<file path="src/sv/wcd_pkg.sv">
// Package for the windowed complex demodulator.
// Holds payload structs, register indexes, controller states, command and status
// structs and the fixed-point constants; every module imports it.
package wcd_pkg;

  // Field widths and window geometry
  localparam int SAMPLE_BITS    = 16;
  localparam int PHASE_BITS     = 16;
  localparam int MAX_HALF_WIDTH = 63;
  localparam int HALF_W         = 6;
  localparam int FREQ_W         = 16;
  localparam int OUT_W          = 24;
  localparam int WIN_DEPTH      = 2 * MAX_HALF_WIDTH + 1;
  localparam int ADDR_W         = $clog2(WIN_DEPTH);
  localparam int MEM_DEPTH      = 1 << ADDR_W;
  localparam int CNT_W          = $clog2(WIN_DEPTH + 1);
  localparam int TAP_W          = HALF_W + 1;
  localparam int TRIG_W         = 18;
  localparam int PROD_W         = SAMPLE_BITS + TRIG_W;
  localparam int ACC_W          = PROD_W + CNT_W;
  localparam int QUO_W          = ACC_W - 8;

  // Quarter turn in the phase domain
  localparam logic [PHASE_BITS-1:0] QUARTER = PHASE_BITS'(1) << (PHASE_BITS - 2);

  // Configuration register indexes
  localparam int REG_IDX_W = 1;
  localparam logic [REG_IDX_W-1:0] REG_HALF_WIDTH = 1'd0;
  localparam logic [REG_IDX_W-1:0] REG_FREQUENCY  = 1'd1;
  localparam int CFG_W = 16;

  // Quarter-wave sine polynomial, Q30
  localparam logic signed [31:0] Q30 = 32'sd1073741824;
  localparam logic signed [31:0] C1  = 32'sd1686629713;
  localparam logic signed [31:0] C3  = -32'sd693598700;
  localparam logic signed [31:0] C5  = 32'sd85569300;
  localparam logic signed [31:0] C7  = -32'sd5026996;
  localparam logic signed [31:0] C9  = 32'sd172272;

  typedef struct packed {
    logic signed [SAMPLE_BITS-1:0] sample;
    logic                          present;
    logic                          last_sample;
  } in_t;

  typedef struct packed {
    logic signed [OUT_W-1:0] real_part;
    logic signed [OUT_W-1:0] imag_part;
    logic                    empty_window;
    logic                    last_result;
  } out_t;

  typedef enum logic [4:0] {
    ST_IDLE, ST_SETUP, ST_TAP_INIT, ST_TAP_READ, ST_TAP_CHECK,
    ST_COS_GO, ST_COS_WAIT, ST_SIN_GO, ST_SIN_WAIT, ST_MAC_MUL, ST_MAC_ACC,
    ST_TAP_NEXT, ST_DIV_RE_GO, ST_DIV_RE_WAIT, ST_DIV_IM_GO, ST_DIV_IM_WAIT,
    ST_EMIT
  } state_e;

  typedef struct packed {
    logic write;
    logic setup;
    logic tap_init;
    logic tap_read;
    logic trig_start;
    logic trig_cos;
    logic cap_cos;
    logic cap_sin;
    logic mac_mul;
    logic mac_acc;
    logic tap_next;
    logic div_start;
    logic div_im;
    logic cap_re;
    logic cap_im;
    logic emit;
  } cmd_t;

  typedef struct packed {
    logic emit_any;
    logic tap_use;
    logic tap_last;
    logic empty;
    logic trig_done;
    logic div_done;
    logic out_free;
    logic center_more;
  } status_t;

  // Map a 16-bit cycle fraction onto PHASE_BITS bits
  function automatic logic [PHASE_BITS-1:0] scale_phase(input logic [15:0] ph);
    logic [39:0] w;
    w = 40'(ph) << 24;
    return w[39 -: PHASE_BITS];
  endfunction

endpackage

</file>
<file path="src/sv/wcd_ctrl.sv">
// Controller of the demodulator: sequences centers, taps, trig evaluation,
// accumulation, division and the result request. Depends on wcd_pkg.
module wcd_ctrl (
  input  logic             clk_i,
  input  logic             rst_ni,
  input  logic             in_valid_i,
  output logic             in_ready_o,
  input  wcd_pkg::status_t status_i,
  output wcd_pkg::cmd_t    cmd_o
);
  import wcd_pkg::*;

  state_e state_q, state_d;

  // Hold state
  always_ff @(posedge clk_i or negedge rst_ni) begin
    if (!rst_ni) state_q <= ST_IDLE;
    else         state_q <= state_d;
  end

  // Next state
  always_comb begin
    state_d = state_q;
    unique case (state_q)
      ST_IDLE:      if (in_valid_i) state_d = ST_SETUP;
      ST_SETUP:     state_d = status_i.emit_any ? ST_TAP_INIT : ST_IDLE;
      ST_TAP_INIT:  state_d = ST_TAP_READ;
      ST_TAP_READ:  state_d = ST_TAP_CHECK;
      ST_TAP_CHECK: state_d = status_i.tap_use ? ST_COS_GO : ST_TAP_NEXT;
      ST_COS_GO:    state_d = ST_COS_WAIT;
      ST_COS_WAIT:  if (status_i.trig_done) state_d = ST_SIN_GO;
      ST_SIN_GO:    state_d = ST_SIN_WAIT;
      ST_SIN_WAIT:  if (status_i.trig_done) state_d = ST_MAC_MUL;
      ST_MAC_MUL:   state_d = ST_MAC_ACC;
      ST_MAC_ACC:   state_d = ST_TAP_NEXT;
      ST_TAP_NEXT: begin
        if (!status_i.tap_last)    state_d = ST_TAP_READ;
        else if (status_i.empty)   state_d = ST_EMIT;
        else                       state_d = ST_DIV_RE_GO;
      end
      ST_DIV_RE_GO:   state_d = ST_DIV_RE_WAIT;
      ST_DIV_RE_WAIT: if (status_i.div_done) state_d = ST_DIV_IM_GO;
      ST_DIV_IM_GO:   state_d = ST_DIV_IM_WAIT;
      ST_DIV_IM_WAIT: if (status_i.div_done) state_d = ST_EMIT;
      ST_EMIT: begin
        if (status_i.out_free) state_d = status_i.center_more ? ST_TAP_INIT : ST_IDLE;
      end
      default: state_d = ST_IDLE;
    endcase
  end

  // Commands to the datapath
  always_comb begin
    cmd_o      = '0;
    in_ready_o = 1'b0;
    unique case (state_q)
      ST_IDLE: begin
        in_ready_o  = 1'b1;
        cmd_o.write = in_valid_i;
      end
      ST_SETUP:     cmd_o.setup    = 1'b1;
      ST_TAP_INIT:  cmd_o.tap_init = 1'b1;
      ST_TAP_READ:  cmd_o.tap_read = 1'b1;
      ST_COS_GO: begin
        cmd_o.trig_start = 1'b1;
        cmd_o.trig_cos   = 1'b1;
      end
      ST_COS_WAIT:  cmd_o.cap_cos    = status_i.trig_done;
      ST_SIN_GO:    cmd_o.trig_start = 1'b1;
      ST_SIN_WAIT:  cmd_o.cap_sin    = status_i.trig_done;
      ST_MAC_MUL:   cmd_o.mac_mul    = 1'b1;
      ST_MAC_ACC:   cmd_o.mac_acc    = 1'b1;
      ST_TAP_NEXT:  cmd_o.tap_next   = 1'b1;
      ST_DIV_RE_GO: cmd_o.div_start  = 1'b1;
      ST_DIV_RE_WAIT: cmd_o.cap_re   = status_i.div_done;
      ST_DIV_IM_GO: begin
        cmd_o.div_start = 1'b1;
        cmd_o.div_im    = 1'b1;
      end
      ST_DIV_IM_WAIT: begin
        cmd_o.div_im = 1'b1;
        cmd_o.cap_im = status_i.div_done;
      end
      ST_EMIT:      cmd_o.emit = status_i.out_free;
      default: ;
    endcase
  end

endmodule

</file>
<file path="config.mk">
export PLATFORM = sky130hd
export DESIGN_NAME = wcd_ctrl
export DESIGN_NICKNAME = d
export VERILOG_FILES = /design/src/sv/wcd_pkg.sv /design/src/sv/wcd_ctrl.sv
export SDC_FILE = /design/constraint.sdc
export NUM_CORES = 1
export LEC_CHECK = 0
export ABC_CLOCK_PERIOD_IN_PS = 2300
export BUFFER_PORTS_ARGS = -buffer_cell sky130_fd_sc_hd__buf_2
export CORE_MARGIN = 3
export CORE_UTILIZATION = 45
export DETAILED_ROUTE_END_ITERATION = 8
export GPL_ROUTABILITY_DRIVEN = 0
export PLACE_DENSITY = 0.86
export SLEW_MARGIN = 10
export SYNTH_ARGS = -nofsm -noshare
export SYNTH_HDL_FRONTEND = slang
export SYNTH_SLANG_ARGS = --single-unit
</file>
<file path="constraint.sdc">
create_clock -name clk_i -period 2.3 [get_ports clk_i]
set_clock_uncertainty 0.15 [all_clocks]
set_input_delay 0.115 -clock clk_i [delete_from_list [all_inputs] [get_ports clk_i]]
set_output_delay 0.115 -clock clk_i [all_outputs]
set_load 0.02 [all_outputs]
</file>
==> key figures <==
STA
  – Worst Tran Pin Value: 0.615 ns
  – Unrepaired setup endpoints after global routing: false
  – Hold Slack: 0.0485 ns
  – Final Max Tran Viols: 0
  – Final setup viols: 0
  – FMAX: 483 MHz
  – Period Utilization, post-route: 90.1%
  – Normalized max-slew margin: 59.0%
  – Final setup margin: 0.228 ns
  – Final hold viol count: 0
  – Min Tclk post-route: 2.07 ns
  – TNS Setup: 0 ns

Logic synthesis
  – Top FF cell, synth: dfrtp_1
  – Synth top area share: 20.2%
  – Synthesis-stage register bit count: 5
  – Syn_nets: 100
  – Sequential fraction of the synthesis area: 20.2%
  – EDFF count, synth: 0
  – Synth Warn #: 0
  – Syn avg cell area: 6.96 µm²
  – Ranking of synthesized cells by area: dfrtp_1 (20%), nor3_1 (9.7%), nor2_1 (6.7%)
  – Mapped Cells: 89
  – Synth cell count leaders: nor3_1 (12), nor2_1 (11), buf_2 (6)
  – Cell taking the most area after synthesis: dfrtp_1
  – Post-synth ARST share: 100%
  – Mapped cell area: 619 µm²
  – Library cells used by synthesis: 31
  – Most common cell in the synthesized netlist: nor3_1

Finish
  – Max FFs per register: 5
  – Top Registers: state_q (5)
  – Layout area overhead: 23.6%
  – Post-route cell area: 766 µm²
  – Final core utilization: 63.7%
  – Layout filler cell count: 115
  – Largest Register: state_q
  – Final Non-Filler Cells: 126
  – Diodes inserted: 0
  – Final Net Count: 124
  – Layout cell share with drive strength beyond 1: 28.6%

Global route
  – Vias in the first global route: 668
  – Antenna violations before repair: 0
  – GRT overflow: 0
  – Largest net degree at the start of global routing: 24
  – Global-route total usage across every layer: 18.3%
  – First-pass GRT wire length: 2.68 mm

Worst hold path
  – Hold crit path type: primary input to flop
  – Hold path cells: 3

Critical path
  – Max FO, Critical Path: 21
  – Startpoint type of the worst setup path: flop
  – R2R depth: 4
  – Crit path DAT: 1.81 ns
  – CP Data Required Time: 2.04 ns
  – Critical path type: flop to output port
  – CP Capture Type: output port

Routing
  – WL met1: 697 µm
  – Total vias in the final route: 725
  – DR top layer: met4
  – First-pass DRT Iterations: 4
  – Final wirelength: 1.50 mm
  – Met3 Routed Length: 119 µm
  – Mean routed wirelength per cell: 11.9 µm
  – Vias per Instance: 5.75
  – Met2 WL: 673 µm
  – DR iter-0 viols: 15
  – DRC: 0
  – Final ANT Viol Nets: 0

CTS
  – Postcts setup bufs: 0
  – CTS tree: yes
  – Reg clk slew, reported paths: 0.05 ns
  – Latest clock arrival within the worst-skew pair: 0.25 ns
  – Root buf cell: clkbuf_4
  – CTS Buf Count: 3
  – Clock sinks: 5
  – CTS max path bufs: 2
  – # H-tree levels: 1

Run status
  – Status: finished, final reports clean

Place
  – Dpl ws: 0.369 ns
  – Post-DP HPWL: 1.09 mm
  – Cell count after placement: 121
  – Placed cell area: 729 µm²
  – I/O Buffers: 27

Floorplan
  – DIE HEIGHT: 43.1 µm
  – Starting density of the core: 51.6%
  – Die area: 1860 µm²
  – Total core area: 1200 µm²
  – Die width: 43.1 µm
  – Rows: 12
  – IO Pins: 28

Power and ir drop
  – P_leak: 0.382 nW
  – Final Power: 0.974 mW
  – Worst VDD drop: 0.000482 V
  – PwrDens: 1270 nW/µm²

Flow run
  – Max_cap viols: 0
-- routing by layer --
layer | global-route usage, % | vias up
met4 | 7.83 | 0
li1 | - | 370
met2 | 27.1 | 27
met3 | 4.66 | 2
met5 | 0 | -
met1 | 24.5 | 326
-- power breakdown --
group	internal, mW	switching [mW]	leakage, nW
logic	0.253	0.307	0.304
clock network	0.0661	0.0438	0.0150
registers	0.125	0.179	0.0626
-- cell usage in the layout (no fill, tap or decap), drive strengths merged --
master,netlist,layout
a21oi,3,3
a311oi,1,1
nand3,4,4
dfrtp,5,5
o31ai,1,1
a32oi,1,1
buf,6,27
or3b,2,2
and2,1,1
nor2,11,11
o21ai,5,5
a211o,1,1
o2bb2ai,1,1
or3,1,1
nor4,3,3
dlygate4sd3,0,1
nor3b,3,3
and3b,3,3
inv,2,2
a31oi,1,1
o31a,1,1
nor3,12,12
mux2,2,2
nand4,1,1
nand2,5,5
nand3b,4,4
clkbuf,3,4
nand2b,5,5
and3,1,1
-- cell type report --
type	count	area [µm²]	area share, %
Timing Repair Buffer	28	145	19.0
Multi-Input combinational cell	73	444	58.0
Inverter	2	7.51	0.980
Clock buffer	4	26.3	3.43
Tap cell	14	17.5	2.29
Sequential cell	5	125	16.3
-- cell families after synthesis --
family          Yosys count  share of synthesized area [%]
compound gates           15                           17.0
buf+inv                  11                           8.08
flops                     5                           20.2
mux                       2                           3.64
simple gates             56                           51.1
-- path summary, 6_finish.rpt --
kind,from,to,slack [ns]
setup / recovery,state_q[2]$_DFFE_PN0P_,cmd_o[15],0.23
hold / removal,status_i[1],state_q[4]$_DFFE_PN0P_,0.05
setup reg to reg,state_q[3]$_DFFE_PN0P_,state_q[1]$_DFFE_PN0P_,0.35
hold reg to reg,state_q[4]$_DFFE_PN0P_,state_q[0]$_DFFE_PN0P_,0.67
max in group asynchronous,rst_ni,state_q[4]$_DFFE_PN0P_,1.81
min in group asynchronous,rst_ni,state_q[1]$_DFFE_PN0P_,0.06
-- what timing repair did --
action,CTS,global route
hold buffers,1,0
hold endpoints to repair,5,0
gates resized for setup,0,0
-- critical path, cell delays in order (launching register included) --
cell and delay (ns):
dfrtp_1 0.57, or3_1 0.48, nor3_1 0.20, and2_1 0.15, buf_2 0.15
No activity file was read; power rests on OpenSTA's default activity.
